==> src/design/smd_pkg.sv <==
`timescale 1ns / 1ps
`default_nettype none
package smd_pkg;

  typedef struct packed {
    logic        fin;
    logic [31:0] word;
  } smd_word_t;

  typedef enum logic {FR_ACC, FR_PAD} front_state_e;
  typedef enum logic [1:0] {BK_LOAD, BK_ROUND, BK_ADD, BK_OUT} back_state_e;

  localparam int unsigned FifoDepth = 4;
  localparam logic [7:0] PadByte = 8'h80;
  localparam logic [5:0] LenOffset = 6'd56;

  function automatic logic [31:0] iv_word(input logic [2:0] i);
    logic [31:0] r;
    case (i)
      3'd0: r = 32'h6a09e667;
      3'd1: r = 32'hbb67ae85;
      3'd2: r = 32'h3c6ef372;
      3'd3: r = 32'ha54ff53a;
      3'd4: r = 32'h510e527f;
      3'd5: r = 32'h9b05688c;
      3'd6: r = 32'h1f83d9ab;
      default: r = 32'h5be0cd19;
    endcase
    return r;
  endfunction

  function automatic logic [31:0] round_k(input logic [5:0] i);
    logic [31:0] r;
    case (i)
      6'd0: r = 32'h428a2f98; 6'd1: r = 32'h71374491; 6'd2: r = 32'hb5c0fbcf;
      6'd3: r = 32'he9b5dba5; 6'd4: r = 32'h3956c25b; 6'd5: r = 32'h59f111f1;
      6'd6: r = 32'h923f82a4; 6'd7: r = 32'hab1c5ed5; 6'd8: r = 32'hd807aa98;
      6'd9: r = 32'h12835b01; 6'd10: r = 32'h243185be; 6'd11: r = 32'h550c7dc3;
      6'd12: r = 32'h72be5d74; 6'd13: r = 32'h80deb1fe; 6'd14: r = 32'h9bdc06a7;
      6'd15: r = 32'hc19bf174; 6'd16: r = 32'he49b69c1; 6'd17: r = 32'hefbe4786;
      6'd18: r = 32'h0fc19dc6; 6'd19: r = 32'h240ca1cc; 6'd20: r = 32'h2de92c6f;
      6'd21: r = 32'h4a7484aa; 6'd22: r = 32'h5cb0a9dc; 6'd23: r = 32'h76f988da;
      6'd24: r = 32'h983e5152; 6'd25: r = 32'ha831c66d; 6'd26: r = 32'hb00327c8;
      6'd27: r = 32'hbf597fc7; 6'd28: r = 32'hc6e00bf3; 6'd29: r = 32'hd5a79147;
      6'd30: r = 32'h06ca6351; 6'd31: r = 32'h14292967; 6'd32: r = 32'h27b70a85;
      6'd33: r = 32'h2e1b2138; 6'd34: r = 32'h4d2c6dfc; 6'd35: r = 32'h53380d13;
      6'd36: r = 32'h650a7354; 6'd37: r = 32'h766a0abb; 6'd38: r = 32'h81c2c92e;
      6'd39: r = 32'h92722c85; 6'd40: r = 32'ha2bfe8a1; 6'd41: r = 32'ha81a664b;
      6'd42: r = 32'hc24b8b70; 6'd43: r = 32'hc76c51a3; 6'd44: r = 32'hd192e819;
      6'd45: r = 32'hd6990624; 6'd46: r = 32'hf40e3585; 6'd47: r = 32'h106aa070;
      6'd48: r = 32'h19a4c116; 6'd49: r = 32'h1e376c08; 6'd50: r = 32'h2748774c;
      6'd51: r = 32'h34b0bcb5; 6'd52: r = 32'h391c0cb3; 6'd53: r = 32'h4ed8aa4a;
      6'd54: r = 32'h5b9cca4f; 6'd55: r = 32'h682e6ff3; 6'd56: r = 32'h748f82ee;
      6'd57: r = 32'h78a5636f; 6'd58: r = 32'h84c87814; 6'd59: r = 32'h8cc70208;
      6'd60: r = 32'h90befffa; 6'd61: r = 32'ha4506ceb; 6'd62: r = 32'hbef9a3f7;
      default: r = 32'hc67178f2;
    endcase
    return r;
  endfunction

endpackage
`default_nettype wire

==> src/design/smd_front.sv <==
`timescale 1ns / 1ps
`default_nettype none
module smd_front (
  input  wire logic             clk_i,
  input  wire logic             rst_ni,
  input  wire logic             push_i,
  output logic                  full_o,
  input  wire logic [7:0]       data_byte_i,
  input  wire logic             is_last_i,
  input  wire logic             no_byte_i,
  output logic                  wr_valid_o,
  output smd_pkg::smd_word_t    wr_data_o,
  input  wire logic             wr_ready_i
);
  import smd_pkg::*;

  front_state_e state_q, state_d;
  logic [5:0]  fill_q, fill_d, fill_f;
  logic [63:0] bits_q, bits_d;
  logic [31:0] word_q, word_d, pad_q, pad_d, placed, merged, src;
  logic [3:0]  idx_q, idx_d;
  logic        extra_q, extra_d, first_q, first_d;
  logic        take, has, len_fin;

  always_ff @(posedge clk_i or negedge rst_ni) begin
    if (!rst_ni) begin
      state_q <= FR_ACC;
      fill_q  <= '0;
      bits_q  <= '0;
      idx_q   <= '0;
      extra_q <= 1'b0;
      first_q <= 1'b0;
    end else begin
      state_q <= state_d;
      fill_q  <= fill_d;
      bits_q  <= bits_d;
      idx_q   <= idx_d;
      extra_q <= extra_d;
      first_q <= first_d;
    end
  end

  always_ff @(posedge clk_i) begin
    word_q <= word_d;
    pad_q  <= pad_d;
  end

  always_comb begin
    full_o  = (state_q != FR_ACC) || !wr_ready_i;
    take    = push_i && !full_o;
    has     = take && !no_byte_i;
    placed  = {data_byte_i, 24'b0} >> {fill_q[1:0], 3'b000};
    merged  = (fill_q[1:0] == 2'd0) ? placed : (word_q | placed);
    len_fin = (idx_q == 4'd15) && !extra_q;
    state_d = state_q;
    fill_d  = fill_q;
    bits_d  = bits_q;
    word_d  = word_q;
    pad_d   = pad_q;
    idx_d   = idx_q;
    extra_d = extra_q;
    first_d = first_q;
    fill_f  = fill_q;
    src     = word_q;
    wr_valid_o = 1'b0;
    wr_data_o  = '{fin: 1'b0, word: merged};
    case (state_q)
      FR_ACC: begin
        if (has) begin
          word_d = merged;
          fill_d = fill_q + 6'd1;
          bits_d = bits_q + 64'd8;
          fill_f = fill_d;
          src    = merged;
          wr_valid_o = (fill_q[1:0] == 2'd3);
        end
        if (take && is_last_i) begin
          state_d = FR_PAD;
          pad_d = (fill_f[1:0] == 2'd0) ? {PadByte, 24'b0} :
                  (src | ({PadByte, 24'b0} >> {fill_f[1:0], 3'b000}));
          idx_d   = fill_f[5:2];
          extra_d = (fill_f >= LenOffset);
          first_d = 1'b1;
        end
      end
      FR_PAD: begin
        wr_valid_o = 1'b1;
        wr_data_o.fin = len_fin;
        if (first_q) begin
          wr_data_o.word = pad_q;
        end else if (idx_q == 4'd14 && !extra_q) begin
          wr_data_o.word = bits_q[63:32];
        end else if (len_fin) begin
          wr_data_o.word = bits_q[31:0];
        end else begin
          wr_data_o.word = '0;
        end
        if (wr_ready_i) begin
          idx_d   = idx_q + 4'd1;
          first_d = 1'b0;
          if (idx_q == 4'd15) begin
            extra_d = 1'b0;
          end
          if (len_fin) begin
            state_d = FR_ACC;
            fill_d  = '0;
            bits_d  = '0;
          end
        end
      end
      default: state_d = FR_ACC;
    endcase
  end
endmodule
`default_nettype wire

==> src/design/smd_fifo.sv <==
`timescale 1ns / 1ps
`default_nettype none
module smd_fifo (
  input  wire logic             clk_i,
  input  wire logic             rst_ni,
  input  wire logic             wr_valid_i,
  input  smd_pkg::smd_word_t    wr_data_i,
  output logic                  wr_ready_o,
  output logic                  rd_valid_o,
  output smd_pkg::smd_word_t    rd_data_o,
  input  wire logic             rd_ready_i
);
  import smd_pkg::*;

  localparam int unsigned AW = $clog2(FifoDepth);

  smd_word_t          mem_q [FifoDepth];
  logic [AW-1:0]      wp_q, rp_q;
  logic [AW:0]        cnt_q;
  logic               wr, rd;

  assign wr_ready_o = (cnt_q != (AW+1)'(FifoDepth));
  assign rd_valid_o = (cnt_q != '0);
  assign rd_data_o  = mem_q[rp_q];
  assign wr = wr_valid_i && wr_ready_o;
  assign rd = rd_ready_i && rd_valid_o;

  always_ff @(posedge clk_i or negedge rst_ni) begin
    if (!rst_ni) begin
      wp_q  <= '0;
      rp_q  <= '0;
      cnt_q <= '0;
    end else begin
      if (wr) wp_q <= wp_q + AW'(1);
      if (rd) rp_q <= rp_q + AW'(1);
      cnt_q <= cnt_q + (AW+1)'(wr) - (AW+1)'(rd);
    end
  end

  always_ff @(posedge clk_i) begin
    if (wr) mem_q[wp_q] <= wr_data_i;
  end
endmodule
`default_nettype wire

==> src/design/smd_back.sv <==
`timescale 1ns / 1ps
`default_nettype none
module smd_back (
  input  wire logic             clk_i,
  input  wire logic             rst_ni,
  input  wire logic             rd_valid_i,
  input  smd_pkg::smd_word_t    rd_data_i,
  output logic                  rd_ready_o,
  output logic                  empty_o,
  input  wire logic             pop_i,
  output logic [31:0]           digest_word_o,
  output logic [2:0]            word_index_o,
  output logic                  last_word_o
);
  import smd_pkg::*;

  back_state_e state_q, state_d;
  logic [31:0] h_q [8];
  logic [31:0] v_q [8];
  logic [31:0] w_q [16];
  logic [5:0]  cnt_q, cnt_d;
  logic        fin_q, ov_q, ov_d, oload;
  logic [31:0] s0, s1, w_new, bs0, bs1, ch, maj, t1, t2;

  assign empty_o = !ov_q;
  assign rd_ready_o = (state_q == BK_LOAD);

  always_comb begin
    s0 = {w_q[1][6:0], w_q[1][31:7]} ^ {w_q[1][17:0], w_q[1][31:18]} ^ (w_q[1] >> 3);
    s1 = {w_q[14][16:0], w_q[14][31:17]} ^ {w_q[14][18:0], w_q[14][31:19]}
         ^ (w_q[14] >> 10);
    w_new = w_q[0] + s0 + w_q[9] + s1;
    bs1 = {v_q[4][5:0], v_q[4][31:6]} ^ {v_q[4][10:0], v_q[4][31:11]}
          ^ {v_q[4][24:0], v_q[4][31:25]};
    ch  = (v_q[4] & v_q[5]) ^ (~v_q[4] & v_q[6]);
    t1  = v_q[7] + bs1 + ch + round_k(cnt_q) + w_q[0];
    bs0 = {v_q[0][1:0], v_q[0][31:2]} ^ {v_q[0][12:0], v_q[0][31:13]}
          ^ {v_q[0][21:0], v_q[0][31:22]};
    maj = (v_q[0] & v_q[1]) ^ (v_q[0] & v_q[2]) ^ (v_q[1] & v_q[2]);
    t2  = bs0 + maj;
  end

  always_comb begin
    state_d = state_q;
    cnt_d   = cnt_q;
    oload   = 1'b0;
    ov_d    = ov_q && !pop_i;
    case (state_q)
      BK_LOAD: begin
        if (rd_valid_i) begin
          cnt_d = cnt_q + 6'd1;
          if (cnt_q == 6'd15) begin
            state_d = BK_ROUND;
            cnt_d   = '0;
          end
        end
      end
      BK_ROUND: begin
        cnt_d = cnt_q + 6'd1;
        if (cnt_q == 6'd63) state_d = BK_ADD;
      end
      BK_ADD: begin
        cnt_d   = '0;
        state_d = fin_q ? BK_OUT : BK_LOAD;
      end
      BK_OUT: begin
        if (!ov_q || pop_i) begin
          oload = 1'b1;
          ov_d  = 1'b1;
          cnt_d = cnt_q + 6'd1;
          if (cnt_q[2:0] == 3'd7) begin
            state_d = BK_LOAD;
            cnt_d   = '0;
          end
        end
      end
      default: state_d = BK_LOAD;
    endcase
  end

  always_ff @(posedge clk_i or negedge rst_ni) begin
    if (!rst_ni) begin
      state_q <= BK_LOAD;
      cnt_q   <= '0;
      ov_q    <= 1'b0;
      fin_q   <= 1'b0;
      for (int i = 0; i < 8; i++) h_q[i] <= iv_word(3'(i));
    end else begin
      state_q <= state_d;
      cnt_q   <= cnt_d;
      ov_q    <= ov_d;
      if (state_q == BK_LOAD && rd_valid_i && cnt_q == 6'd15) fin_q <= rd_data_i.fin;
      if (state_q == BK_ADD) begin
        for (int i = 0; i < 8; i++) h_q[i] <= h_q[i] + v_q[i];
      end
      // restart from the initial hash once the last digest word leaves
      if (oload && cnt_q[2:0] == 3'd7) begin
        for (int i = 0; i < 8; i++) h_q[i] <= iv_word(3'(i));
      end
    end
  end

  always_ff @(posedge clk_i) begin
    if (state_q == BK_LOAD && rd_valid_i) begin
      for (int i = 0; i < 15; i++) w_q[i] <= w_q[i+1];
      w_q[15] <= rd_data_i.word;
      if (cnt_q == 6'd15) begin
        for (int i = 0; i < 8; i++) v_q[i] <= h_q[i];
      end
    end
    if (state_q == BK_ROUND) begin
      for (int i = 0; i < 15; i++) w_q[i] <= w_q[i+1];
      w_q[15] <= w_new;
      v_q[7] <= v_q[6];
      v_q[6] <= v_q[5];
      v_q[5] <= v_q[4];
      v_q[4] <= v_q[3] + t1;
      v_q[3] <= v_q[2];
      v_q[2] <= v_q[1];
      v_q[1] <= v_q[0];
      v_q[0] <= t1 + t2;
    end
    if (oload) begin
      digest_word_o <= h_q[cnt_q[2:0]];
      word_index_o  <= cnt_q[2:0];
      last_word_o   <= (cnt_q[2:0] == 3'd7);
    end
  end
endmodule
`default_nettype wire

==> src/design/sha256_message_digest_top.sv <==
// Each 64-byte block takes 16 word loads, 64 rounds and 1 hash add, run by the single-round
// compression unit; the final item adds one or two padded blocks.
// The 4-word queue fills during the round and add steps, then the front refills the other
// 12 words at one byte per cycle while the queue has room.
// Output: eight digest words, one per cycle while pop keeps up.
// Reset: asynchronous active low; clears control and loads the initial hash value.
`timescale 1ns / 1ps
`default_nettype none
module sha256_message_digest_top (
  input  wire logic        clk_i,
  input  wire logic        rst_ni,
  input  wire logic        push,
  output logic             full,
  input  wire logic [7:0]  data_byte_i,
  input  wire logic        is_last_i,
  input  wire logic        no_byte_i,
  output logic             empty,
  input  wire logic        pop,
  output logic [31:0]      digest_word_o,
  output logic [2:0]       word_index_o,
  output logic             last_word_o
);
  import smd_pkg::*;

  smd_word_t wr_data, rd_data;
  logic      wr_valid, wr_ready, rd_valid, rd_ready;

  smd_front u_front (
    .clk_i, .rst_ni, .push_i(push), .full_o(full),
    .data_byte_i, .is_last_i, .no_byte_i,
    .wr_valid_o(wr_valid), .wr_data_o(wr_data), .wr_ready_i(wr_ready)
  );

  smd_fifo u_fifo (
    .clk_i, .rst_ni,
    .wr_valid_i(wr_valid), .wr_data_i(wr_data), .wr_ready_o(wr_ready),
    .rd_valid_o(rd_valid), .rd_data_o(rd_data), .rd_ready_i(rd_ready)
  );

  smd_back u_back (
    .clk_i, .rst_ni,
    .rd_valid_i(rd_valid), .rd_data_i(rd_data), .rd_ready_o(rd_ready),
    .empty_o(empty), .pop_i(pop),
    .digest_word_o, .word_index_o, .last_word_o
  );
endmodule
`default_nettype wire
==> config.mk <==
export PLATFORM = sky130hd
export DESIGN_NAME = sha256_message_digest_top
export DESIGN_NICKNAME = d
export VERILOG_FILES = /design/src/design/smd_pkg.sv /design/src/design/smd_front.sv /design/src/design/smd_fifo.sv /design/src/design/smd_back.sv /design/src/design/sha256_message_digest_top.sv
export SDC_FILE = /design/constraint.sdc
export NUM_CORES = 2
export LEC_CHECK = 0
export BUFFER_PORTS_ARGS = -buffer_cell sky130_fd_sc_hd__buf_4
export CAP_MARGIN = 20
export CORE_ASPECT_RATIO = 1.5
export CORE_MARGIN = 2
export CORE_UTILIZATION = 25
export CTS_CLUSTER_DIAMETER = 40
export DETAILED_ROUTE_END_ITERATION = 16
export PLACE_DENSITY_LB_ADDON = 0.08
export SLEW_MARGIN = 20
export SYNTH_ARGS = -nofsm -noshare
export SYNTH_HDL_FRONTEND = slang
export SYNTH_SLANG_ARGS = --single-unit
export TNS_END_PERCENT = 10
==> constraint.sdc <==
create_clock -name clk_i -period 38.5 [get_ports clk_i]
set_clock_uncertainty 0.2 [all_clocks]
set_input_delay 1.925 -clock clk_i [delete_from_list [all_inputs] [get_ports clk_i]]
set_output_delay 1.925 -clock clk_i [all_outputs]
set_load 0.005 [all_outputs]
==> metrics.md <==
| Metric | Value |
|---|---|
| Setup repair after global routing missed its margin | `false` |
| Maximum count of clock buffers along a single path | `4` |
| Buffer cell driving the clock tree root | `clkbuf_16` |
| Nature of the critical path startpoint | `register` |
| Xor and xnor fraction of the mapped netlist area | `0.0696` |
| CORE AREA | `317,000 um^2` |
| Routed vias | `56,300` |
| Area growth from synthesis to layout | `18.4%` |
| Clock latency at the later pin of the worst-skew pair | `0.87 ns` |
| Seq cells post-synth | `1,347` |
| EDFF count, synth | `1,000` |
| Global-route usage over all layers | `0.196` |
| Total number of clock tree sinks | `1,347` |
| Outcome | `complete, no violations` |
| Layout cell share with drive strength beyond 1 | `0.158` |
| Final net count | `7,753` |
| # DRC | `0` |
| Critical register-to-register path endpoint | `u_back.v_q[0][31]` |
| Worst hold start | `u_back.w_q[4][21]` |
| Depth of the worst register-to-register path | `36` |
| Cell family with most CP delay | `compound AO/OA/AOI/OAI gates` |
| Pin count of the biggest net entering global routing | `160` |
| Row Count | `253` |
| Most common cell type on the critical path | `inv_1` |
| Final Critical Period | `10.64 ns` |
| Minimum hold slack | `0.196 ns` |
| Fraction of the mapped netlist area in simple logic gates | `0.0894` |
| Worst reg-to-reg setup slack | `27.86 ns` |
| Dominant combinational cell family by area after synthesis | `compound AO/OA/AOI/OAI gates` |
| Biggest cell delay along the critical path | `0.81 ns` |
| Count of cells resized by post-cts repair | `0` |
| Cell types with the largest area share after synthesis | `edfxtp_1 38%, dfrtp_1 6.6%, ha_1 6.3%` |
| Critical path buffers and inverters | `6` |
| Cells on Worst Hold Path | `0` |
| Upper clock frequency limit | `94.0 MHz` |
| Number of DRC markers in iteration 0 | `3,480` |
| Maxcap violations | `0` |
| Via count of the first global-routing pass | `59,200` |
| Worst rel slew slack | `0.238` |
| Leftover overflow at the end of global routing | `0` |
| Post-Synthesis Cell Area | `79,600 um^2` |
| IO Port Bufs | `51` |
| Wirelength per Cell | `27.8 um` |
| Multi-input gate area in the final layout | `38,100 um^2` |
| Crit path kind | `reg2reg` |
| Clock tree from TritonCTS | `built` |
| Total negative slack for setup checks | `0 ns` |
| Path class of the lowest-slack min-delay path | `reg2reg` |
| Worst Max-Slew Pin Slew | `1.14 ns` |
| Synthesized area per cell | `11.3 um^2` |
| Number of warning messages in the yosys log | `0` |
| Die outline width | `465 um` |
| Hold Buf Count CTS | `0` |
| Worst path arrival time | `11.01 ns` |
| Detailed placement HPWL | `242,000 um` |
| Worst Path Max Fanout | `34` |
| Die Area | `323,000 um^2` |
| Gate count of the mapped netlist | `7,020` |
| Cell type contributing the most total cell area after synthesis | `edfxtp_1` |
| Floorplan die height | `695 um` |
| Synthesized net count | `7,634` |
| Unique cell type count in the Yosys netlist | `98` |
| Vias per std cell | `4.87` |
| Final period util | `0.276` |
| Multiplexer share of the synthesized area | `0.0624` |
| Synth Area in Compound Gates | `0.142` |
| Post-CTS setup repair buffer count | `0` |
| Routability cong. | `0.925` |
| Ys flop type | `edfxtp_1` |
| Effective utilization at floorplan | `0.251` |
| Critical Path Slowest Stage Cell | `dfrtp_4` |
| Total Routed Length | `322,000 um` |
| Endpoint class of the critical path | `register` |
| Number of hold violations in the final report | `0` |
| Synth async-reset ratio | `0.258` |
| Boundary pin count | `52` |
| Post-synthesis share of cell area spent on full adders, half adders and majority gates | `0.113` |
| Number of max-slew violations in the final report | `0` |
| Wire length of the first global-routing pass | `452,000 um` |
| Worst-path clk slew | `0.05 ns` |
| Endpoint, Worst Hold | `u_back.w_q[3][53]` |
| Post-route ant nets | `0` |
| Crit Reg-Reg Startpoint | `u_back.cnt_q[1]` |
| H-Tree Level Count | `5` |
| Fill cell total of the finished layout | `32,500` |
| Router iterations before antenna repair | `5` |
| Required time at the worst-slack endpoint | `38.87 ns` |
| Count of final setup violators | `0` |
| Initial antenna violation count | `4` |
| FF+latch area | `38,900 um^2` |
| Area fraction of the dominant cell type after synthesis | `0.377` |
| Number of buffers created by CTS | `276` |
| Sequential cell area fraction in the yosys report | `0.488` |
-- how the worst max path moves through the flow --
stage	slack, ns	endpoint	cells past startpoint	startpoint
2_1_floorplan	24.54	u_back.w_q[0][0]	7	u_back.state_q[1]
3_3_place_gp	27.72	u_back.v_q[0][31]	36	u_back.cnt_q[1]
3_5_place_dp	27.86	u_back.v_q[0][31]	36	u_back.cnt_q[1]
4_1_cts	27.80	u_back.v_q[0][31]	36	u_back.cnt_q[1]
5_1_grt	27.30	u_back.v_q[0][31]	36	u_back.cnt_q[1]
6_report	27.86	u_back.v_q[0][31]	36	u_back.cnt_q[1]
-- worst register-to-register path: cells and delay by family, from the launching register on --
kind            cells  cell delay [ns]
compound gates     14             3.33
xor+xnor            2             0.43
fa+ha+maj           7             3.03
buf+inv             6             0.74
flops               1             0.81
simple gates        7             1.82
-- state kept, by name, indices dropped and copies added (netlist names), 2 cells and up --
| signal | count |
|---|---|
| u_back.v_q | 256 |
| u_back.word_index_o | 3 |
| u_front.fill_q | 6 |
| u_back.h_q | 256 |
| u_front.idx_q | 4 |
| u_fifo.mem_q | 132 |
| u_back.digest_word_o | 32 |
| u_fifo.cnt_q | 3 |
| u_back.w_q | 512 |
| u_fifo.rp_q | 2 |
| u_front.pad_q | 32 |
| u_fifo.wp_q | 2 |
| u_back.state_q | 2 |
| u_back.cnt_q | 6 |
| u_front.bits_q | 61 |
| u_front.word_q | 32 |
-- cell usage in the layout (no fill, tap or decap), types with 283 or more instances in the layout --
cell type / synthesis / routed
a21oi_1: 531 / 529
clkbuf_16: 0 / 283
edfxtp_1: 1000 / 1000
ha_1: 404 / 404
inv_1: 410 / 409
nand2_1: 521 / 517
nor2_1: 424 / 422
o21ai_0: 498 / 497
xnor2_1: 334 / 334
xor2_1: 299 / 299
-- cell families (layout without fill, tap and decap cells) --
family | count (synthesis) | after routing
multiplexers | 342 | 342
XOR/XNOR | 633 | 633
buffers and inverters | 746 | 1088
AND/OR/NAND/NOR | 1534 | 1534
adder cells (fa/ha/maj) | 604 | 604
AO/OA/AOI/OAI | 1814 | 1814
flip-flops | 1347 | 1347
other | 0 | 3
-- metrics by stage --
stage	cell area (um^2)	worst slack [ns]	util	cells
after CTS	94200	27.80	0.298	11600
final	94300	27.86	0.298	11600
after detailed placement	85200	27.86	0.269	11100
after floorplan	79600	24.54	-	7020
after global routing	94300	27.30	0.298	11600
after global placement	85200	27.72	0.269	11100
-- synth_stat cells, types with 38 or more instances --
library cell  count
a211oi_1         41
a21o_1          204
a21oi_1         531
a221oi_1         39
a22o_1           38
a31oi_1          73
and3_1           42
buf_1            51
clkbuf_1        282
dfrtp_1         211
dfstp_2         136
edfxtp_1       1000
fa_1            196
ha_1            404
inv_1           410
mux2_2          215
mux4_2          102
nand2_1         521
nand2b_1         57
nand3_1         133
nor2_1          424
nor2b_1          77
nor3_1          106
o211ai_1         38
o21a_1           50
o21ai_0         498
o21bai_1         44
xnor2_1         334
xor2_1          299
-- final cells by class --
cell class | count | share of cell area
inverter | 413 | 0.0164
multi-input combinational | 4927 | 0.404
tap | 4207 | 0.0558
antenna | 3 | 0.0000796
timing repair buffer | 174 | 0.0144
clock inverter | 178 | 0.0186
sequential | 1347 | 0.413
clock buffer | 323 | 0.0778
-- metal layers --
metal | vias to the layer above | part of all wire | track usage
met3 | 499 | 0.029 | 0.0232
met2 | 1100 | 0.56 | 0.388
met5 | - | 0.000040 | 0
li1 | 25900 | - | -
met4 | 2 | 0.052 | 0.0887
met1 | 28800 | 0.36 | 0.202
Power is left out: the tool's default activity adds up to more than one toggle a clock period on the data nets, which glitch-free logic cannot reach.
